File: config.mk
export PLATFORM = sky130hd
export DESIGN_NAME = scanline_stripe_shade
export DESIGN_NICKNAME = d
export VERILOG_FILES = /design/src/rtl/core/ssh_pkg.sv /design/src/rtl/core/ssh_divide.sv /design/src/rtl/core/ssh_shade.sv /design/src/rtl/core/scanline_stripe_shade.sv
export SDC_FILE = /design/constraint.sdc
export NUM_CORES = 2
export LEC_CHECK = 0
export ABC_CLOCK_PERIOD_IN_PS = 9780
export BUFFER_PORTS_ARGS = -buffer_cell sky130_fd_sc_hd__buf_4
export CAP_MARGIN = 15
export CORE_ASPECT_RATIO = 0.7
export CORE_MARGIN = 1.5
export CORE_UTILIZATION = 45
export CTS_CLUSTER_DIAMETER = 50
export CTS_CLUSTER_SIZE = 24
export DETAILED_ROUTE_END_ITERATION = 7
export GPL_ROUTABILITY_DRIVEN = 0
export SLEW_MARGIN = 20
export SYNTH_ARGS = -nofsm -noshare
export SYNTH_HDL_FRONTEND = slang
export SYNTH_SLANG_ARGS = --single-unit
File: constraint.sdc
create_clock -name i_clk -period 9.78 [get_ports i_clk]
set_input_delay 0.489 -clock i_clk [delete_from_list [all_inputs] [get_ports i_clk]]
set_output_delay 0.489 -clock i_clk [all_outputs]
set_load 0.01 [all_outputs]
File: src/rtl/core/ssh_pkg.sv
// ----------------------------------------------------------------------------
// ssh_pkg: shared types and constants of the scanline stripe shader
// Holds coordinate sizing, register codes and reset values, the pixel and
// band types, and the sizing of the pipelined band divider.
// ----------------------------------------------------------------------------
package ssh_pkg;

    // Coordinate sizing: ports are 12 bits, only the low COORD_WIDTH count
    localparam int POS_WIDTH   = 12;
    localparam int COORD_WIDTH = 12;

    // Divider: quotient bits resolved per pipeline stage
    localparam int DIV_STEPS  = 3;
    localparam int DIV_STAGES = (COORD_WIDTH + DIV_STEPS - 1) / DIV_STEPS;
    localparam int DIV_PAD    = DIV_STAGES * DIV_STEPS;
    localparam logic [DIV_PAD-1:0] COORD_MASK = DIV_PAD'((1 << COORD_WIDTH) - 1);

    // Register field widths
    localparam int HEIGHT_W  = 8;
    localparam int LEVEL_W   = 12;
    localparam int OPACITY_W = 11;
    localparam int CFG_IDX_W = 3;
    localparam int CFG_DATA_W = 12;

    // Shader product width: covers c*1024 + 255*2047 + 512 with a sign bit
    localparam int PROD_W = 22;

    // Register indexes on the configuration port
    typedef enum logic [CFG_IDX_W-1:0] {
        CFG_STRIPE_HEIGHT = 3'd0,
        CFG_DIRECTION     = 3'd1,
        CFG_LEVEL_EVEN    = 3'd2,
        CFG_OPACITY_EVEN  = 3'd3,
        CFG_LEVEL_ODD     = 3'd4,
        CFG_OPACITY_ODD   = 3'd5
    } t_cfg_reg;

    // Reset values
    localparam logic [HEIGHT_W-1:0]  RST_STRIPE_HEIGHT = 8'd3;
    localparam logic                 RST_DIRECTION     = 1'b0;
    localparam logic [LEVEL_W-1:0]   RST_LEVEL_EVEN    = 12'hE00;  // -512
    localparam logic [OPACITY_W-1:0] RST_OPACITY_EVEN  = 11'd512;
    localparam logic [LEVEL_W-1:0]   RST_LEVEL_ODD     = 12'h000;
    localparam logic [OPACITY_W-1:0] RST_OPACITY_ODD   = 11'd1024;

    // One ARGB pixel
    typedef struct packed {
        logic [7:0] red;
        logic [7:0] green;
        logic [7:0] blue;
        logic [7:0] alpha;
    } t_pixel;

    // Shading of one band: level is signed 1024ths, opacity unsigned 1024ths
    typedef struct packed {
        logic [LEVEL_W-1:0]   level;
        logic [OPACITY_W-1:0] opacity;
    } t_band;

endpackage

File: src/rtl/core/ssh_divide.sv
// ----------------------------------------------------------------------------
// ssh_divide: pipelined band index divider
// Restoring division of the coordinate by the stripe height, a few quotient
// bits per stage; only the parity of the quotient leaves the pipeline.
// ----------------------------------------------------------------------------
module ssh_divide (
    input  logic                                i_clk,
    input  logic                                i_rst_n,
    input  logic                                i_valid,
    input  logic [ssh_pkg::DIV_PAD-1:0]         i_coord,
    input  ssh_pkg::t_pixel                     i_pix,
    input  logic [ssh_pkg::HEIGHT_W-1:0]        i_height,
    output logic                                o_valid,
    output logic                                o_odd,
    output ssh_pkg::t_pixel                     o_pix
);

    // Stage inputs: index 0 is the module input, index s+1 the register of stage s
    logic                               stg_valid [0:ssh_pkg::DIV_STAGES];
    logic [ssh_pkg::DIV_PAD-1:0]        stg_num   [0:ssh_pkg::DIV_STAGES];
    logic [ssh_pkg::HEIGHT_W-1:0]       stg_rem   [0:ssh_pkg::DIV_STAGES];
    logic                               stg_q     [0:ssh_pkg::DIV_STAGES];
    ssh_pkg::t_pixel                    stg_pix   [0:ssh_pkg::DIV_STAGES];

    assign stg_valid[0] = i_valid;
    assign stg_num[0]   = i_coord;
    assign stg_rem[0]   = '0;
    assign stg_q[0]     = 1'b0;
    assign stg_pix[0]   = i_pix;

    for (genvar s = 0; s < ssh_pkg::DIV_STAGES; s++) begin : g_stage
        logic                           r_valid;
        logic [ssh_pkg::DIV_PAD-1:0]    r_num;
        logic [ssh_pkg::HEIGHT_W-1:0]   r_rem;
        logic                           r_q;
        ssh_pkg::t_pixel                r_pix;
        logic [ssh_pkg::DIV_PAD-1:0]    n_num;
        logic [ssh_pkg::HEIGHT_W-1:0]   n_rem;
        logic                           n_q;

        // Resolve the next quotient bits, most significant first
        always_comb begin
            logic [ssh_pkg::HEIGHT_W:0] trial;
            n_rem = stg_rem[s];
            n_q   = stg_q[s];
            trial = '0;
            for (int k = 0; k < ssh_pkg::DIV_STEPS; k++) begin
                trial = {n_rem, stg_num[s][ssh_pkg::DIV_PAD-1-k]};
                if (trial >= {1'b0, i_height}) begin
                    n_q   = 1'b1;
                    trial = trial - {1'b0, i_height};
                end else begin
                    n_q   = 1'b0;
                end
                n_rem = trial[ssh_pkg::HEIGHT_W-1:0];
            end
            n_num = stg_num[s] << ssh_pkg::DIV_STEPS;
        end

        // Advance the valid bit
        always_ff @(posedge i_clk) begin
            if (!i_rst_n) begin
                r_valid <= 1'b0;
            end else begin
                r_valid <= stg_valid[s];
            end
        end

        // Advance the payload
        always_ff @(posedge i_clk) begin
            r_num <= n_num;
            r_rem <= n_rem;
            r_q   <= n_q;
            r_pix <= stg_pix[s];
        end

        assign stg_valid[s+1] = r_valid;
        assign stg_num[s+1]   = r_num;
        assign stg_rem[s+1]   = r_rem;
        assign stg_q[s+1]     = r_q;
        assign stg_pix[s+1]   = r_pix;
    end

    assign o_valid = stg_valid[ssh_pkg::DIV_STAGES];
    assign o_odd   = stg_q[ssh_pkg::DIV_STAGES];
    assign o_pix   = stg_pix[ssh_pkg::DIV_STAGES];

endmodule

File: src/rtl/core/ssh_shade.sv
// ----------------------------------------------------------------------------
// ssh_shade: two-stage channel shader
// Stage one picks the band and forms one product per channel; stage two
// adds the bias, rounds, clamps and applies the zero level and zero opacity
// cases into the output registers.
// ----------------------------------------------------------------------------
module ssh_shade (
    input  logic            i_clk,
    input  logic            i_rst_n,
    input  logic            i_valid,
    input  logic            i_odd,
    input  ssh_pkg::t_pixel i_pix,
    input  ssh_pkg::t_band  i_band_even,
    input  ssh_pkg::t_band  i_band_odd,
    output logic            o_valid,
    output ssh_pkg::t_pixel o_pix
);

    ssh_pkg::t_band                     sel_band;
    logic                               lv_pos;
    logic                               lv_zero;
    logic signed [12:0]                 mul_b;
    logic [7:0]                         chan     [0:2];
    logic signed [ssh_pkg::PROD_W-1:0]  n_prod   [0:2];
    logic [17:0]                        n_aprod;

    // Stage one registers
    logic                               r_valid_a;
    logic signed [ssh_pkg::PROD_W-1:0]  r_prod   [0:2];
    logic [7:0]                         r_chan   [0:2];
    logic [17:0]                        r_aprod;
    logic [7:0]                         r_alpha;
    logic                               r_lv_pos;
    logic                               r_lv_zero;
    logic                               r_op_zero;
    logic                               r_op_full;

    // Output stage
    logic                               r_valid;
    ssh_pkg::t_pixel                    r_pix;
    logic [7:0]                         n_res    [0:2];
    logic [17:0]                        n_asum;
    ssh_pkg::t_pixel                    n_pix;

    // Select band, form the per-channel products
    always_comb begin
        sel_band = i_odd ? i_band_odd : i_band_even;
        lv_zero  = (sel_band.level == '0);
        lv_pos   = !sel_band.level[ssh_pkg::LEVEL_W-1] && !lv_zero;
        // toward white: (255-c)*level; toward black: c*(1024+level)
        if (lv_pos) begin
            mul_b = $signed({sel_band.level[ssh_pkg::LEVEL_W-1], sel_band.level});
        end else begin
            mul_b = $signed(13'd1024)
                  + $signed({sel_band.level[ssh_pkg::LEVEL_W-1], sel_band.level});
        end
        chan[0] = i_pix.red;
        chan[1] = i_pix.green;
        chan[2] = i_pix.blue;
        for (int i = 0; i < 3; i++) begin
            if (lv_pos) begin
                n_prod[i] = $signed({1'b0, 8'd255 - chan[i]}) * mul_b;
            end else begin
                n_prod[i] = $signed({1'b0, chan[i]}) * mul_b;
            end
        end
        n_aprod = i_pix.alpha * sel_band.opacity[9:0];
    end

    always_ff @(posedge i_clk) begin
        if (!i_rst_n) begin
            r_valid_a <= 1'b0;
        end else begin
            r_valid_a <= i_valid;
        end
    end

    always_ff @(posedge i_clk) begin
        for (int i = 0; i < 3; i++) begin
            r_prod[i] <= n_prod[i];
            r_chan[i] <= chan[i];
        end
        r_aprod   <= n_aprod;
        r_alpha   <= i_pix.alpha;
        r_lv_pos  <= lv_pos;
        r_lv_zero <= lv_zero;
        r_op_zero <= (sel_band.opacity == '0);
        r_op_full <= sel_band.opacity[ssh_pkg::OPACITY_W-1];
    end

    // Add bias, round half up, clamp to 0..255
    always_comb begin
        logic signed [ssh_pkg::PROD_W-1:0] sum;
        sum = '0;
        for (int i = 0; i < 3; i++) begin
            sum = r_prod[i] + $signed(ssh_pkg::PROD_W'(10'd512));
            if (r_lv_pos) begin
                sum = sum + $signed(ssh_pkg::PROD_W'({r_chan[i], 10'b0}));
            end
            if (r_lv_zero) begin
                n_res[i] = r_chan[i];
            end else if (sum[ssh_pkg::PROD_W-1]) begin
                n_res[i] = 8'd0;
            end else if (|sum[ssh_pkg::PROD_W-2:18]) begin
                n_res[i] = 8'd255;
            end else begin
                n_res[i] = sum[17:10];
            end
        end
        n_asum = r_aprod + 18'd512;
        if (r_op_zero) begin
            n_pix = '0;
        end else begin
            n_pix.red   = n_res[0];
            n_pix.green = n_res[1];
            n_pix.blue  = n_res[2];
            n_pix.alpha = r_op_full ? r_alpha : n_asum[17:10];
        end
    end

    always_ff @(posedge i_clk) begin
        if (!i_rst_n) begin
            r_valid <= 1'b0;
        end else begin
            r_valid <= r_valid_a;
        end
    end

    always_ff @(posedge i_clk) begin
        r_pix <= n_pix;
    end

    assign o_valid = r_valid;
    assign o_pix   = r_pix;

endmodule

File: src/rtl/core/scanline_stripe_shade.sv
// ----------------------------------------------------------------------------
// scanline_stripe_shade: scanline overlay for 8-bit ARGB pixels
// Darkens or lightens pixels in alternating bands of rows or columns and
// scales their alpha, with band parameters from a register write port.
// ----------------------------------------------------------------------------
// Usage:
//   Drive a request with i_start high together with the pixel coordinates
//   and channels. o_busy stays low: a request is taken on every cycle that
//   i_start is high, back to back without gaps.
//   Each result appears on o_out_* for exactly one cycle with o_valid high,
//   after its request has passed the input register, four divider stages and
//   two shading stages. One result leaves per cycle at full rate.
//   The band index comes from a restoring divide of the coordinate by the
//   stripe height, three quotient bits per stage; its depth sets the latency.
//   Results leave in request order. The receiver has no hold-off: it must
//   take each result in the cycle it is shown. Registers are written through
//   i_cfg_we / i_cfg_idx / i_cfg_data, one per cycle; the user must write
//   them only while no request is in flight, which the block does not
//   enforce. Unknown indexes are ignored. Reset (i_rst_n low, synchronous)
//   drops every request in flight and loads the register defaults: height 3,
//   row bands, even level -512 and opacity 512, odd level 0 and opacity 1024.
// ----------------------------------------------------------------------------
module scanline_stripe_shade (
    input  logic                                i_clk,
    input  logic                                i_rst_n,
    input  logic                                i_start,
    output logic                                o_busy,
    input  logic [ssh_pkg::POS_WIDTH-1:0]       i_pos_x,
    input  logic [ssh_pkg::POS_WIDTH-1:0]       i_pos_y,
    input  logic [7:0]                          i_in_red,
    input  logic [7:0]                          i_in_green,
    input  logic [7:0]                          i_in_blue,
    input  logic [7:0]                          i_in_alpha,
    input  logic                                i_cfg_we,
    input  logic [ssh_pkg::CFG_IDX_W-1:0]       i_cfg_idx,
    input  logic [ssh_pkg::CFG_DATA_W-1:0]      i_cfg_data,
    output logic                                o_valid,
    output logic [7:0]                          o_out_red,
    output logic [7:0]                          o_out_green,
    output logic [7:0]                          o_out_blue,
    output logic [7:0]                          o_out_alpha
);

    // Configuration registers
    logic [ssh_pkg::HEIGHT_W-1:0]   r_stripe_height;
    logic                           r_direction;
    ssh_pkg::t_band                 r_band_even;
    ssh_pkg::t_band                 r_band_odd;
    logic [ssh_pkg::HEIGHT_W-1:0]   height;

    // Input stage
    logic                           accept;
    logic                           r_in_valid;
    logic [ssh_pkg::DIV_PAD-1:0]    r_coord;
    ssh_pkg::t_pixel                r_pix;
    logic [ssh_pkg::DIV_PAD-1:0]    n_coord;
    ssh_pkg::t_pixel                n_pix;

    // Divider to shader
    logic                           div_valid;
    logic                           div_odd;
    ssh_pkg::t_pixel                div_pix;
    logic                           shd_valid;
    ssh_pkg::t_pixel                shd_pix;

    assign o_busy = 1'b0;
    assign accept = i_start && !o_busy;

    // Write configuration registers
    always_ff @(posedge i_clk) begin
        if (!i_rst_n) begin
            r_stripe_height     <= ssh_pkg::RST_STRIPE_HEIGHT;
            r_direction         <= ssh_pkg::RST_DIRECTION;
            r_band_even.level   <= ssh_pkg::RST_LEVEL_EVEN;
            r_band_even.opacity <= ssh_pkg::RST_OPACITY_EVEN;
            r_band_odd.level    <= ssh_pkg::RST_LEVEL_ODD;
            r_band_odd.opacity  <= ssh_pkg::RST_OPACITY_ODD;
        end else if (i_cfg_we) begin
            unique case (ssh_pkg::t_cfg_reg'(i_cfg_idx))
                ssh_pkg::CFG_STRIPE_HEIGHT: begin
                    r_stripe_height <= i_cfg_data[ssh_pkg::HEIGHT_W-1:0];
                end
                ssh_pkg::CFG_DIRECTION: begin
                    r_direction <= i_cfg_data[0];
                end
                ssh_pkg::CFG_LEVEL_EVEN: begin
                    r_band_even.level <= i_cfg_data[ssh_pkg::LEVEL_W-1:0];
                end
                ssh_pkg::CFG_OPACITY_EVEN: begin
                    r_band_even.opacity <= i_cfg_data[ssh_pkg::OPACITY_W-1:0];
                end
                ssh_pkg::CFG_LEVEL_ODD: begin
                    r_band_odd.level <= i_cfg_data[ssh_pkg::LEVEL_W-1:0];
                end
                ssh_pkg::CFG_OPACITY_ODD: begin
                    r_band_odd.opacity <= i_cfg_data[ssh_pkg::OPACITY_W-1:0];
                end
                default: begin
                end
            endcase
        end
    end

    // A zero height acts as a height of one
    assign height = (r_stripe_height == '0) ? ssh_pkg::HEIGHT_W'(1) : r_stripe_height;

    // Select and mask the band coordinate
    always_comb begin
        if (r_direction) begin
            n_coord = ssh_pkg::DIV_PAD'(i_pos_x) & ssh_pkg::COORD_MASK;
        end else begin
            n_coord = ssh_pkg::DIV_PAD'(i_pos_y) & ssh_pkg::COORD_MASK;
        end
        n_pix.red   = i_in_red;
        n_pix.green = i_in_green;
        n_pix.blue  = i_in_blue;
        n_pix.alpha = i_in_alpha;
    end

    // Capture the request
    always_ff @(posedge i_clk) begin
        if (!i_rst_n) begin
            r_in_valid <= 1'b0;
        end else begin
            r_in_valid <= accept;
        end
    end

    always_ff @(posedge i_clk) begin
        r_coord <= n_coord;
        r_pix   <= n_pix;
    end

    ssh_divide u_divide (
        .i_clk    (i_clk),
        .i_rst_n  (i_rst_n),
        .i_valid  (r_in_valid),
        .i_coord  (r_coord),
        .i_pix    (r_pix),
        .i_height (height),
        .o_valid  (div_valid),
        .o_odd    (div_odd),
        .o_pix    (div_pix)
    );

    ssh_shade u_shade (
        .i_clk       (i_clk),
        .i_rst_n     (i_rst_n),
        .i_valid     (div_valid),
        .i_odd       (div_odd),
        .i_pix       (div_pix),
        .i_band_even (r_band_even),
        .i_band_odd  (r_band_odd),
        .o_valid     (shd_valid),
        .o_pix       (shd_pix)
    );

    assign o_valid     = shd_valid;
    assign o_out_red   = shd_pix.red;
    assign o_out_green = shd_pix.green;
    assign o_out_blue  = shd_pix.blue;
    assign o_out_alpha = shd_pix.alpha;

endmodule

==> impl_metrics.json <==
{
  "final_nets": 5552,
  "reg2reg_from": "r_stripe_height[6]$_SDFFE_PN0P_",
  "drive_gt1_share_pct": 8.02,
  "clock-sinks": 393,
  "synth_edf_count": 0,
  "drt_iter0_drc": 1997,
  "syn_area_sq_um": 40200,
  "final_common_cell": "inv_1",
  "async_reset_ff_share_pct": 0,
  "clock_latency_ns": 0.63,
  "ant_nets": 0,
  "synth-main-ff-cell": "dfxtp_1",
  "cts-htree-levels": 2,
  "cp-end-kind": "register",
  "max_freq_mhz": 119,
  "remaining_drc_errors": 0,
  "max-cap-violations": 0,
  "slew_viol_final": 0,
  "initial_core_util_pct": 45.6,
  "syn_avg_cell_area_sq_um": 9.08,
  "portBuffers": 107,
  "worst_pin_slew_ns": 1.06,
  "grt-ovfl-total": 0,
  "reg2reg_depth": 35,
  "fin_crit_sh_pct": 85.8,
  "cts_buffers": 47,
  "hold_end": "r_in_valid$_SDFF_PN0_",
  "antenna_found_initial": 2,
  "clock_skew_ns": 0.0340,
  "hpwlAfterDp_microns": 74400,
  "vias_per_cell": 5.05,
  "hold_path.class": "in -> reg",
  "ys_warn_count": 0,
  "synth_area_leaders": "fa_1, dfxtp_1, ha_1",
  "cts-root-buf": "clkbuf_16",
  "vias": 28900,
  "synth.distinct_cells": 78,
  "critPathMostFrequentCell": "o21ai_0",
  "synth.top_cell.area_share_pct": 27.8,
  "num_rows": 91,
  "area_growth_pct": 10.6,
  "n_antenna_cell": 0,
  "r2r_end": "u_divide.g_stage[1].r_rem[5]$_DFF_P_",
  "die_y_microns": 253,
  "ctsLongestPathBuffers": 3,
  "status": "complete, no violations",
  "grt_util_all_layers_pct": 22.6,
  "routed_wl_microns": 99300,
  "cp_max_fo": 12,
  "core-area_sq_um": 88400,
  "start_kind": "register",
  "layout_common_cells": "inv_1, fa_1, nand2_1",
  "leakage_nw": 22.1,
  "grt_max_degree": 63,
  "ys_seq_area_share_pct": 19.5,
  "first_pass_iters": 6,
  "post_cts_buffers": 0,
  "die_x_microns": 360,
  "hp-start": "i_start",
  "dieArea_sq_um": 91300,
  "max_stage_delay_ns": 0.50,
  "cp.arrival_ns": 8.88,
  "syn_nets": 5462,
  "yosysTopAreaCell": "fa_1",
  "place_inst": 5605,
  "grt_pass1_vias": 29100,
  "rrSetupSlack_ns": 1.39,
  "finalCriticalPeriod_ns": 8.39,
  "hold_violations": 0,
  "slowest_stage": "a21o_1",
  "ys_ff_latch": 393,
  "finalSetupViolations": 0,
  "worstPathRequired_ns": 10.27,
  "grt_pass1_wl_microns": 163000,
  "ios": 109,
  "relSlewSlack_pct": 28.4,
  "max-vdd-ir-drop_v": 0.000279,
  "fin_cells": 5723,
  "wl_per_cell_microns": 17.4,
  "min_delay_path_depth": 2,
  "p_per_area_nw_per_um2": 321,
  "critical_path_class": "reg -> reg",
  "path_clk_slew_ns": 0.08,
  "rsz0062_at_grt": "false",
  "synth_cells": 4434,
  "cts_tree": "yes",
  "finalSetupTns_ns": 0
}
[flip-flops by register name, summed over array words and instances (netlist names), 3 cells and up]
| signal | cells |
|---|---|
| u_shade.r_prod | 39 |
| u_divide.g_stage.r_pix | 96 |
| r_band_even | 23 |
| r_stripe_height | 8 |
| r_pix | 32 |
| u_shade.r_aprod | 9 |
| u_divide.g_stage.r_valid | 3 |
| u_divide.g_stage.r_num | 18 |
| u_shade.r_alpha | 8 |
| u_shade.o_pix | 32 |
| u_divide.g_stage.r_rem | 24 |
| r_coord | 12 |
| u_shade.r_chan | 24 |
| r_band_odd | 23 |
| u_divide.o_pix | 32 |
[kinds of logic (layout without fill, tap and decap cells)]
family	after synthesis	after routing	share of synthesized area, %
simple gates	1282	1282	15.6
buf+inv	999	1126	9.37
fa+ha+maj	953	953	40.0
compound gates	500	500	8.15
flops	393	393	19.5
xor+xnor	189	189	4.11
mux	117	117	3.17
other cells	1	1	0.00932
[through the flow]
step | power, W | setup slack (ns) | utilization [%] | hold WS (ns) | instance area (sq um)
after floorplan | 0.00982 | 2.72 | - | 0.310 | 40200
after global placement | 0.0121 | 1.80 | 48.0 | 0.310 | 42400
after detailed placement | 0.0122 | 1.50 | 48.0 | 0.312 | 42400
after CTS | 0.0143 | 1.44 | 50.4 | 0.0515 | 44500
after global routing | 0.0158 | 0.648 | 50.4 | 0.0689 | 44500
final | 0.0143 | 1.39 | 50.4 | 0.0947 | 44500
[final cells by class]
| class | instances | area [sq um] |
|---|---|---|
| Tap cell | 1162 | 1450 |
| Sequential cell | 393 | 7870 |
| Clock inverter | 37 | 601 |
| Inverter | 841 | 3160 |
| Multi-Input combinational cell | 3042 | 28600 |
| Clock buffer | 49 | 1190 |
| Timing Repair Buffer | 199 | 1570 |
| Fill cell | 8377 | 43900 |
[repair_timing]
item,in CTS,in global routing
gates resized for setup,0,0
hold buffers,32,0
endpoints found under the hold margin,32,0
[cell usage after synthesis (6+ instances only)]
library cell	count
a211oi_1	16
a21boi_0	59
a21o_1	49
a21oi_1	146
a221oi_1	10
a31oi_1	10
and2_1	188
and3_1	27
buf_1	17
clkbuf_1	134
dfxtp_1	393
fa_1	558
ha_1	395
inv_1	840
mux2_2	83
mux2i_1	34
nand2_1	399
nand2b_1	161
nand3_1	55
nand4_1	23
nor2_1	278
nor2b_1	55
nor3_1	39
nor4_1	6
o211ai_1	6
o21a_1	26
o21ai_0	87
o21ai_1	7
o21bai_1	16
o22ai_1	10
o31ai_1	7
or2_2	11
or3_1	13
xnor2_1	122
xor2_1	67
[layer usage]
layer  GRT usage, %  up-vias  wire (microns)
met2           30.7      771           37500
met4           4.11        0            1570
met1           35.7    14000           52000
li1               -    14000               -
met3           5.46       83            8310
met5              0        -               0
[how the worst max path moves through the flow]
stage	startpoint	slack, ns	to
floorplan	r_stripe_height[4]$_SDFFE_PN0P_	2.72	u_divide.g_stage[1].r_rem[1]$_DFF_P_
global placement	r_stripe_height[6]$_SDFFE_PN0P_	1.80	u_divide.g_stage[1].r_rem[5]$_DFF_P_
detailed placement	r_stripe_height[6]$_SDFFE_PN0P_	1.50	u_divide.g_stage[1].r_rem[6]$_DFF_P_
CTS	r_stripe_height[6]$_SDFFE_PN0P_	1.44	u_divide.g_stage[1].r_rem[5]$_DFF_P_
global route	r_stripe_height[6]$_SDFFE_PN0P_	0.65	u_divide.g_stage[1].r_rem[5]$_DFF_P_
finish	r_stripe_height[6]$_SDFFE_PN0P_	1.39	u_divide.g_stage[1].r_rem[5]$_DFF_P_
[report_power, final]
part	internal, W	leakage [nW]	total [W]	switching [W]
Sequential	0.00195	3.29	0.00225	0.000295
Clock	0.00102	0.859	0.00194	0.000918
Combinational	0.00440	18.0	0.0101	0.00571
Total	0.00738	22.1	0.0143	0.00692
[critical path: cells and delay by family (launching register included)]
family,cells,cell delay (ns)
fa+ha+maj,3,0.83
simple gates,5,0.96
compound gates,21,4.67
flops,1,0.32
mux,3,1.14
buf+inv,3,0.34
Note: power is estimated with default switching activity, not from simulation.
